--- config.mk ---
export PLATFORM = sky130hd
export DESIGN_NAME = wpu_ctrl
export DESIGN_NICKNAME = d
export VERILOG_FILES = /design/src/rtl/core/waypoint_path_upsampler_top_macros.svh /design/src/rtl/core/wpu_pkg.sv /design/src/rtl/core/wpu_ctrl.sv
export SDC_FILE = /design/constraint.sdc
export NUM_CORES = 1
export LEC_CHECK = 0
export ABC_CLOCK_PERIOD_IN_PS = 1600
export BUFFER_PORTS_ARGS = -buffer_cell sky130_fd_sc_hd__buf_4
export CORE_AREA = 5 5 42 44
export CTS_CLUSTER_DIAMETER = 150
export CTS_CLUSTER_SIZE = 8
export DETAILED_ROUTE_END_ITERATION = 10
export DIE_AREA = 0 0 47 49
export GPL_ROUTABILITY_DRIVEN = 0
export GPL_TIMING_DRIVEN = 1
export PLACE_DENSITY = 0.73
export RECOVER_POWER = 50
export SLEW_MARGIN = 20
export SYNTH_ARGS = -nofsm -noshare
export SYNTH_HDL_FRONTEND = slang
export SYNTH_SLANG_ARGS = --single-unit
--- constraint.sdc ---
create_clock -name aclk -period 1.6 [get_ports aclk]
set_clock_uncertainty 0.15 [all_clocks]
set_input_delay 0.16 -clock aclk [delete_from_list [all_inputs] [get_ports aclk]]
set_output_delay 0.16 -clock aclk [all_outputs]
set_load 0.03 [all_outputs]
--- src/rtl/core/waypoint_path_upsampler_top_macros.svh ---
// Assertion helpers used by the core datapath module.
`ifndef WAYPOINT_PATH_UPSAMPLER_TOP_MACROS_SVH
`define WAYPOINT_PATH_UPSAMPLER_TOP_MACROS_SVH

// Condition must never hold at a clock edge outside reset.
`define WPU_ASSERT_NEVER(label, cond, msg) \
    label: assert property (@(posedge aclk) disable iff (!aresetn) !(cond)) \
        else $error(msg);

// Antecedent implies consequent in the same cycle.
`define WPU_ASSERT_IMPLY(label, ante, cons, msg) \
    label: assert property (@(posedge aclk) disable iff (!aresetn) (ante) |-> (cons)) \
        else $error(msg);

`endif

--- src/rtl/core/wpu_pkg.sv ---
package wpu_pkg;

    localparam int MAX_FACTOR   = 16;
    localparam int CORDIC_STEPS = 16;
    localparam int FACTOR_W     = 5;
    localparam int STEP_W       = $clog2(MAX_FACTOR);
    localparam int COR_W        = 40;
    localparam int ANG_W        = 34;
    localparam int ITER_W       = $clog2(CORDIC_STEPS);
    localparam int TAB_LEN      = 24;
    localparam int TAB_IDX_W    = $clog2(TAB_LEN);
    localparam int LANE_W       = 33;
    localparam int LANES        = 4;
    localparam int DIV_CNT_W    = $clog2(LANE_W + 1);
    localparam int CFG_ADDR_W   = 1;

    localparam logic [CFG_ADDR_W-1:0] REG_INTERP_FACTOR = 1'b0;
    localparam logic [CFG_ADDR_W-1:0] REG_HEIGHT_Z      = 1'b1;

    // lane assignment of the interpolators
    localparam int LANE_X   = 0;
    localparam int LANE_Y   = 1;
    localparam int LANE_SPD = 2;
    localparam int LANE_YAW = 3;

    // gain-compensated start vector, Q30
    localparam logic signed [COR_W-1:0] ROT_X0 = 40'sd652032874;

    // atan(2^-i) in units of 2^-32 turn
    localparam logic [31:0] ATAN_TURN [TAB_LEN] = '{
        32'h20000000, 32'h12E4051E, 32'h09FB385B, 32'h051111D4, 32'h028B0D43, 32'h0145D7E1,
        32'h00A2F61E, 32'h00517C55, 32'h0028BE53, 32'h00145F2F, 32'h000A2F98, 32'h000517CC,
        32'h00028BE6, 32'h000145F3, 32'h0000A2FA, 32'h0000517D, 32'h000028BE, 32'h0000145F,
        32'h00000A30, 32'h00000518, 32'h0000028C, 32'h00000146, 32'h000000A3, 32'h00000051
    };

    typedef struct packed {
        logic capture;
        logic prod;
        logic yaw_start;
        logic yaw_latch;
        logic seg_start;
        logic seg_sel;
        logic rot_start;
        logic load_point;
        logic load_pass;
        logic upd_state;
    } wpu_cmd_t;

    typedef struct packed {
        logic busy;
        logic pass;
        logic store_only;
        logic last_step;
        logic need_wrap;
        logic out_free;
    } wpu_sts_t;

endpackage

--- src/rtl/core/wpu_ctrl.sv ---
module wpu_ctrl import wpu_pkg::*; (
    input  logic     aclk,
    input  logic     aresetn,
    input  logic     s_valid,
    output logic     s_ready,
    input  wpu_sts_t sts,
    output wpu_cmd_t cmd
);

    typedef enum logic [3:0] {
        IDLE, PROD, SUM, YAW_WAIT, DECIDE, PASS, SEG, DIV_WAIT, POINT, ROT_WAIT, EMIT
    } state_t;

    state_t state_reg, state_next;
    logic   ready_reg;

    always_comb begin
        cmd        = '0;
        state_next = state_reg;
        case (state_reg)
            IDLE: begin
                if (s_valid && ready_reg) begin
                    cmd.capture = 1'b1;
                    state_next  = PROD;
                end
            end
            PROD: begin
                cmd.prod   = 1'b1;
                state_next = SUM;
            end
            SUM: begin
                cmd.yaw_start = 1'b1;
                state_next    = YAW_WAIT;
            end
            YAW_WAIT: begin
                if (!sts.busy) begin
                    cmd.yaw_latch = 1'b1;
                    state_next    = DECIDE;
                end
            end
            DECIDE: begin
                if (sts.pass) begin
                    state_next = PASS;
                end else if (sts.store_only) begin
                    cmd.upd_state = 1'b1;
                    state_next    = IDLE;
                end else begin
                    cmd.seg_start = 1'b1;
                    state_next    = DIV_WAIT;
                end
            end
            PASS: begin
                if (sts.out_free) begin
                    cmd.load_pass = 1'b1;
                    cmd.upd_state = 1'b1;
                    state_next    = IDLE;
                end
            end
            SEG: begin
                // wrap segment back to the first waypoint
                cmd.seg_start = 1'b1;
                cmd.seg_sel   = 1'b1;
                state_next    = DIV_WAIT;
            end
            DIV_WAIT: begin
                if (!sts.busy) state_next = POINT;
            end
            POINT: begin
                cmd.rot_start = 1'b1;
                state_next    = ROT_WAIT;
            end
            ROT_WAIT: begin
                if (!sts.busy) state_next = EMIT;
            end
            EMIT: begin
                if (sts.out_free) begin
                    cmd.load_point = 1'b1;
                    if (!sts.last_step) begin
                        state_next = POINT;
                    end else if (sts.need_wrap) begin
                        state_next = SEG;
                    end else begin
                        cmd.upd_state = 1'b1;
                        state_next    = IDLE;
                    end
                end
            end
            default: state_next = IDLE;
        endcase
    end

    always_ff @(posedge aclk) begin
        if (!aresetn) begin
            state_reg <= IDLE;
            ready_reg <= 1'b1;
        end else begin
            state_reg <= state_next;
            ready_reg <= state_next == IDLE;
        end
    end

    assign s_ready = ready_reg;

endmodule

==> results.toml, run 1 <==
[run_status]
status = "finished, violations left"
violations = "setup timing"

[final_layout]
final_common_cell = "buf_4"
diodes = 0
stdcell_area_um2 = 845
final_cell_mix = "20 x buf_4, 7 x buf_6, 5 x nor2_1"
synthToLayoutAreaGrowth_pct = 79.0
layout.nets = 104
largest_reg_flops = 4
drive_above_1_share = 0.553

[synth]
synth_seq_cells = 5
synthCells = 63
ys_seq_area_frac = 0.212
yosysWarnings = 0
synth_edf_count = 0
synthArstFlopShare = 0
ys.flop_type = "dfxtp_1"
synth_area_um2 = 472
avgSynthCellArea_um2 = 7.49
synthesis.nets = 72
synthDistinctLibCells = 31

[floorplan]
coreArea_mm2 = 0.00140
die_area_mm2 = 0.00230
rows = 14
pin_count = 20
start_util = 0.337
die_h_um = 49
die_width_um = 47

[route]
drc = 0
avgRoutedWirePerCell_um = 15.6
drtAntennaViolNets = 0
viasPerCell = 5.62
drtIter0Drc = 28
drt-total-wl_mm = 1.71
firstDrtPassIters = 6
vias = 618

[sta]
max_slew.worst_pin.slew_ps = 408
max-slew-margin-rel = 0.726
layout_min_cycle_time_ps = 1740
max_freq_mhz = 574
setup_slack_ps = -143
hold_violations = 0
rsz0062_at_grt = "yes"
hold_ws_ps = 88.8
report.final.slew_viol_count = 0
fin_crit_sh = 1.09
setup_viol = 7

[global_route]
grt.overflow.total = 0
grt_pass1_vias = 561
grt_pass1_wl_mm = 2.64
grt_max_degree = 14
track_usage = 0.158
antenna_found_initial = 0

[worst_setup_path]
arrival_ps = 1430
crit_required_ps = 1290
crit_type = "reg2out"
cp_max_fo = 3
critPathLaunchType = "flip-flop"
end_kind = "primary output"

[power_and_ir_drop]
p_per_area_mw_per_mm2 = 1320
total_power_mw = 1.12
ir_drop_mv = 0.799
p_leak_nw = 0.372

[placed_design]
post-dp-hpwl_mm = 1.09
io_buffers = 19
placed_cell_area_um2 = 687
detailedPlace.worstSlack_ps = -39.9

[cts]
clkLatencyLatePin_ps = 250
cts_buffers = 3
clock-sinks = 5
cts_tree = "yes"
cts_root_buffer = "clkbuf_4"
htreeDepth = 1
clk_pin_slew_ps = 40
cts_buffer_depth = 2

[job]
drv_cap = 0

[worst_hold_path]
min_path_type = "in2reg"
## cell families after synthesis
kind of cell | Yosys count | share of synthesized area
xor gates and xnor gates | 2 | 0.0371
and+or+nand+nor | 31 | 0.387
AOI/OAI and AO/OA | 17 | 0.276
DFF | 5 | 0.212
buffers and inverters | 8 | 0.0875
## synth_stat cells (all sizes together) (3+ instances only)
| master | number | area (um^2) |
|---|---|---|
| nor3 | 4 | 20.0 |
| nand2b | 5 | 31.3 |
| inv | 4 | 15.0 |
| o21ai | 3 | 15.0 |
| nor2 | 6 | 22.5 |
| dfxtp | 5 | 100 |
| buf | 4 | 26.3 |
| a21oi | 3 | 15.0 |
## metrics by stage
step,TNS [ps],util,std cells
after detailed placement,-39.9,0.490,102
after CTS,-303,0.575,109
final,-533,0.603,110
after global placement,-11.5,0.490,102
after floorplan,-106,-,63
after global routing,-918,0.603,110
## report_power, final
| part | internal (mW) | total (mW) | switching (mW) |
|---|---|---|---|
| sequential | 0.172 | 0.213 | 0.0412 |
| clock | 0.0946 | 0.152 | 0.0574 |
| combinational | 0.355 | 0.754 | 0.399 |
| total | 0.621 | 1.12 | 0.497 |
## critical path, cell delays in order (launching register included)
cell     delay, ps
dfxtp_2        320
nor2b_4        150
or3b_4         420
o32ai_2        100
buf_4          200
## cell type report
type / instances / area [um^2]
sequential: 5 / 108
inverter: 4 / 15.0
timing repair buffer: 31 / 253
multi-input combinational: 50 / 423
fill: 139 / 557
clock buffer: 4 / 26.3
tap: 16 / 20.0
## final timing paths
path                      startpoint                       to  slack [ps]  depth (start not counted)
max          state_reg[3]$_SDFF_PN0_                   cmd[0]        -140                          4
min reg2reg       s_ready$_SDFF_PN1_  state_reg[0]$_SDFF_PN0_         460                          2
min                          s_valid  state_reg[0]$_SDFF_PN0_          90                          3
max reg2reg  state_reg[3]$_SDFF_PN0_  state_reg[2]$_SDFF_PN0_        -100                          6
## per-layer routing
metal  global-route usage  up-vias  share of wire
met4               0.0829        0          0.022
met1                0.202      288           0.40
met2                0.244       31           0.50
met3               0.0221        5          0.071
met5                    0        -              0
li1                     -      294              -
## timing repair
action                     4_1_cts  5_1_grt
cloned                           0        0
setup buffers                    2        1
pin swaps                        4        3
setup endpoints to repair        8       10
hold endpoints to repair         1        0
resized for setup               18       10
hold buffers                     1        0
No activity file was read; power rests on OpenSTA's default activity.
==> run 2: changes to the inputs <==
--- a/config.mk
+++ b/config.mk
@@ -5,16 +5,17 @@
 export SDC_FILE = /design/constraint.sdc
 export NUM_CORES = 1
 export LEC_CHECK = 0
+export ABC_AREA = 1
 export ABC_CLOCK_PERIOD_IN_PS = 1600
-export BUFFER_PORTS_ARGS = -buffer_cell sky130_fd_sc_hd__buf_4
 export CORE_AREA = 5 5 42 44
 export CTS_CLUSTER_DIAMETER = 150
 export CTS_CLUSTER_SIZE = 8
 export DETAILED_ROUTE_END_ITERATION = 10
 export DIE_AREA = 0 0 47 49
+export DONT_BUFFER_PORTS = 1
 export GPL_ROUTABILITY_DRIVEN = 0
 export GPL_TIMING_DRIVEN = 1
-export PLACE_DENSITY = 0.73
+export PLACE_DENSITY = 0.61
 export RECOVER_POWER = 50
 export SLEW_MARGIN = 20
 export SYNTH_ARGS = -nofsm -noshare
==> run 2 against run 1 <==
The run now ends clean; worst hold slack got worse by 14 ps; first-iteration DRC count shrank 57%; combinational power down 49%; final cell count increased by 11%; non-clock buffer count is 22 lower; sequential power shrank 7%; register-to-register slack gained 220 ps; sequential share of layout area rose by 4.8 points; highest routed layer unchanged.
==> results.toml, run 2 <==
[run_status]
status = "complete, no violations"

[worst_setup_path]
crit_slowest_cell = "dfxtp_2"
crit_type = "reg2out"
reg2reg_from = "state_reg[2]$_SDFF_PN0_"
cp_max_fo = 5
slowest_delay_ps = 370
path_cells = "inv_1 > nor2_2 > nand3_1 > o221ai_2 > buf_6"
arrival_ps = 1270
critPathLaunchType = "flip-flop"
end_kind = "primary output"
critPathLaunch = "state_reg[0]$_SDFF_PN0_"
crit_required_ps = 1290

[cts]
cts_buffer_depth = 2
clock-sinks = 5
clk_pin_slew_ps = 40
cts_root_buffer = "clkbuf_4"
clkLatencyLatePin_ps = 240
cts_tree = "yes"
htreeDepth = 1
cts_buffers = 3

[route]
met2_wirelength_um = 659
highest_layer = "met4"
drtAntennaViolNets = 0
viasPerCell = 4.89
firstDrtPassIters = 4
met3_length_um = 127
vias = 596
avgRoutedWirePerCell_um = 11.3
drtIter0Drc = 12
met1_length_um = 572
drc = 0
drt-total-wl_mm = 1.38

[sta]
report.final.slew_viol_count = 0
max_slew.worst_pin.slew_ps = 363
tns_ps = 0
hold_violations = 0
rsz0062_at_grt = "yes"
setup_viol = 0
fin_crit_sh = 0.990
layout_min_cycle_time_ps = 1580
max-slew-margin-rel = 0.759
max_freq_mhz = 631
hold_ws_ps = 74.5

[job]
drv_cap = 0

[floorplan]
start_util = 0.350
pin_count = 20
rows = 14
die_h_um = 49
die_area_mm2 = 0.00230
coreArea_mm2 = 0.00140
die_width_um = 47

[synth]
synth_edf_count = 0
yosys.area.top_type_share = 0.204
synth.most_common_cell = "nand2_1"
synth_area_um2 = 490
synth_top_cells_by_area = "dfxtp_1 20%, nand2_1 20%, inv_1 15%, nand3_1 12%, nor2_1 11%"
yosysWarnings = 0
synth_seq_cells = 5
synthArstFlopShare = 0
synthesis.nets = 102
avgSynthCellArea_um2 = 5.27
ys_seq_area_frac = 0.204
synthTopCellsByCount = "26 x nand2_1, 19 x inv_1, 14 x nor2_1"
synthCells = 93
ys.flop_type = "dfxtp_1"
synth.largest_area_cell = "dfxtp_1"
synthDistinctLibCells = 13

[power_and_ir_drop]
ir_drop_mv = 0.638
p_per_area_mw_per_mm2 = 1140
p_leak_nw = 0.401

[final_layout]
drive_above_1_share = 0.292
final_cell_mix = "25 x nand2_1, 17 x inv_1, 12 x nand3_1"
diodes = 0
layout.nets = 116
synthToLayoutAreaGrowth_pct = 30.9
stdcell_area_um2 = 642
nFillCells = 165
largest_reg_flops = 4
final_common_cell = "nand2_1"

[global_route]
grt_pass1_wl_mm = 2.26
track_usage = 0.131
grt_max_degree = 8
grt_pass1_vias = 577
grt.overflow.total = 0
antenna_found_initial = 0

[placed_design]
post-dp-hpwl_mm = 1.07
placed_cell_area_um2 = 547
io_buffers = 0

[worst_hold_path]
min_path_type = "in2reg"
hp-start = "sts[5]"
## run 2: path summary, 6_finish.rpt
kind,to,slack [ps],cells after the start
max,cmd[0],20,5
min,state_reg[3]$_SDFF_PN0_,70,3
max reg2reg,s_ready$_SDFF_PN1_,120,11
min reg2reg,state_reg[3]$_SDFF_PN0_,470,3
## run 2: area by class of cell
class | instances | area, um^2 | share of cell area
flip-flops and latches | 5 | 113 | 0.175
well taps | 16 | 20.0 | 0.0312
inverters | 22 | 82.6 | 0.129
repair buffers | 9 | 71.3 | 0.111
multi-input cells | 66 | 329 | 0.513
clock buffers | 4 | 26.3 | 0.0409
## run 2: cell families after synthesis
group | after synthesis | share of synthesized area
AND/OR/NAND/NOR | 60 | 0.554
buffers and inverters | 22 | 0.168
AO/OA/AOI/OAI | 6 | 0.0740
flip-flops | 5 | 0.204
## run 2: power by group
part / switching (mW) / internal, mW / total [mW]
registers: 0.0370 / 0.161 / 0.198
logic: 0.275 / 0.110 / 0.385
clock network: 0.0508 / 0.0942 / 0.145
## run 2: per-layer routing
| layer | vias to the layer above | track usage |
|---|---|---|
| met1 | 258 | 0.158 |
| met2 | 26 | 0.219 |
| met4 | 0 | 0.0599 |
| li1 | 310 | - |
| met5 | - | 0 |
| met3 | 2 | 0.0148 |
## run 2: repair_timing
item,4_1_cts,5_1_grt
endpoints found under the hold margin,5,0
hold buffers,1,0
setup buffers,3,1
endpoints found under the setup margin,3,7
pin swaps,3,2
gates resized for setup,12,4
## run 2: stage by stage
| step | setup slack (ps) | power [mW] | util | std cells |
|---|---|---|---|---|
| CTS | 5.16 | 0.734 | 0.451 | 121 |
| detailed placement | 130 | 0.534 | 0.390 | 113 |
| global placement | 145 | 0.530 | 0.390 | 113 |
| global route | -38.7 | 0.792 | 0.458 | 122 |
| floorplan | 174 | 0.468 | - | 93 |
| finish | 15.4 | 0.729 | 0.458 | 122 |
## run 2: critical path: cells and delay by family (launching register included)
| family | cells | cell delay (ps) |
|---|---|---|
| compound gates | 1 | 100 |
| buf+inv | 2 | 220 |
| flops | 1 | 370 |
| simple gates | 2 | 350 |
==> run 3: changes to the inputs <==
==> constraint.sdc (replaced) <==
create_clock -name aclk -period 1.6 [get_ports aclk]
set_clock_uncertainty 0.15 [all_clocks]
set_input_delay 0.32 -clock aclk [delete_from_list [all_inputs] [get_ports aclk]]
set_output_delay 0.32 -clock aclk [all_outputs]
set_load 0.03 [all_outputs]
==> run 3 against run 2 <==
The run now ends with setup timing left; register-to-register slack lost 70 ps; flip-flop and latch count is the same; combinational power grew 47%; sequential power is essentially flat; worst setup slack lost 170 ps; final cell count grew 5.7%; global-route usage grew 0.20 points; worst hold slack gained 60 ps; non-clock buffer count grew 7.
==> results.toml, run 3 (synthesized netlist as in run 2, its figures left out) <==
[sta]
fin_crit_sh = 1.09
hold_violations = 0
rsz0062_at_grt = "yes"
max-slew-margin-rel = 0.759
layout_min_cycle_time_ps = 1750
setup_viol = 7
report.final.slew_viol_count = 0
setup_slack_ps = -150
max_slew.worst_pin.slew_ps = 363
max_freq_mhz = 571

[worst_setup_path]
rr_endpoint = "s_ready$_SDFF_PN1_"
cp_max_fo = 4
arrival_ps = 1280
crit_slowest_cell = "dfxtp_2"
crit_required_ps = 1130
reg2reg_from = "state_reg[1]$_SDFF_PN0_"
r2r_slack_ps = 50
slowest_delay_ps = 330
cp_common_cell = "buf_6"
ff2ff_path_depth = 10
crit_type = "reg2out"
path_buf_inv = 2
end_kind = "primary output"
path_cells = "buf_6 > nor2_4 > nand2_2 > o221ai_2 > buf_6"
critPathTopFamily = "flip-flops"
critPathLaunchType = "flip-flop"

[route]
viasPerCell = 5.04
drt-total-wl_mm = 1.67
vias = 650
firstDrtPassIters = 4
avgRoutedWirePerCell_um = 13.0
drtIter0Drc = 23
drtAntennaViolNets = 0
drc = 0

[cts]
cts_buffers = 3
cts_tree = "yes"
clkLatencyLatePin_ps = 250
htreeDepth = 1
cts_buffer_depth = 2
cts_root_buffer = "clkbuf_4"
clock-sinks = 5
clk_pin_slew_ps = 40

[global_route]
grt_pass1_vias = 550
grtUsageMet2 = 0.201
busiest_layer = "met2"
grt_max_degree = 7
antenna_found_initial = 0
track_usage = 0.133
grtUsageMet1 = 0.162
grt_pass1_wl_mm = 2.24
grt.overflow.total = 0
met3_usage = 0.0406

[final_layout]
largest_reg_flops = 4
final_util = 0.561
layout.nets = 123
stdcell_count = 129
drive_above_1_share = 0.460
diodes = 0
final_cell_mix = "21 x nand2_1, 11 x nand3_1, 10 x inv_1"
synthToLayoutAreaGrowth_pct = 60.2
final_common_cell = "nand2_1"

[floorplan]
rows = 14
die_area_mm2 = 0.00230
start_util = 0.350
die_width_um = 47
pin_count = 20
die_h_um = 49
coreArea_mm2 = 0.00140

[worst_hold_path]
hp-start = "aresetn"
whs_path_depth = 2
min_to = "state_reg[0]$_SDFF_PN0_"
min_path_type = "in2reg"

[power_and_ir_drop]
p_leak_nw = 0.420
p_per_area_mw_per_mm2 = 1160
ir_drop_mv = 0.713

[run_status]
status = "finished, violations left"
violations = "setup timing"

[placed_design]
post-dp-hpwl_mm = 1.13
dpl.cell_count = 117
io_buffers = 0
detailedPlace.worstSlack_ps = 17.3

[job]
drv_cap = 0
run 3: layout make-up:
type | instances | area [um^2]
Timing Repair Buffer | 16 | 138
Clock buffer | 4 | 26.3
Tap cell | 16 | 20.0
Inverter | 22 | 101
Fill cell | 147 | 616
Sequential cell | 5 | 113
Multi-Input combinational cell | 66 | 388
run 3: worst max-delay path by stage:
stage              to                    start  slack (ps)  cells past startpoint
6_report       cmd[0]  state_reg[1]$_SDFF_PN0_        -150                      5
3_5_place_dp   cmd[0]  state_reg[3]$_SDFF_PN0_          20                      7
5_1_grt        cmd[0]  state_reg[2]$_SDFF_PN0_        -200                      5
4_1_cts        cmd[0]  state_reg[1]$_SDFF_PN0_        -140                      5
2_1_floorplan  cmd[0]  state_reg[3]$_SDFF_PN0_          10                      6
3_3_place_gp   cmd[0]  state_reg[3]$_SDFF_PN0_          40                      7
run 3: repair_timing:
item | in CTS | in global routing
setup buffers | 3 | 5
setup endpoints to repair | 10 | 10
pin swaps | 4 | 8
gates cloned | 0 | 0
gates resized for setup | 16 | 30
hold buffers | 1 | 0
hold endpoints to repair | 1 | 0
run 3: metal layers:
metal / vias up / routed length [um] / part of all wire
li1: 324 / - / -
met1: 290 / 630 / 0.38
met2: 25 / 830 / 0.50
met3: 11 / 133 / 0.080
met4: 0 / 76 / 0.045
met5: - / 0 / 0
run 3: power breakdown:
group,total [mW],internal (mW),switching (mW)
logic,0.565,0.212,0.353
clock network,0.150,0.0945,0.0554
registers,0.200,0.162,0.0385
run 3: through the flow:
stage / cell area, um^2 / hold slack [ps] / total power, mW / setup TNS (ps)
floorplan: 497 / 239 / 0.468 / 0
global placement: 577 / 242 / 0.581 / 0
detailed placement: 577 / 247 / 0.583 / 0
CTS: 673 / 128 / 0.813 / -950
global route: 786 / 130 / 0.971 / -893
finish: 786 / 134 / 0.915 / -564
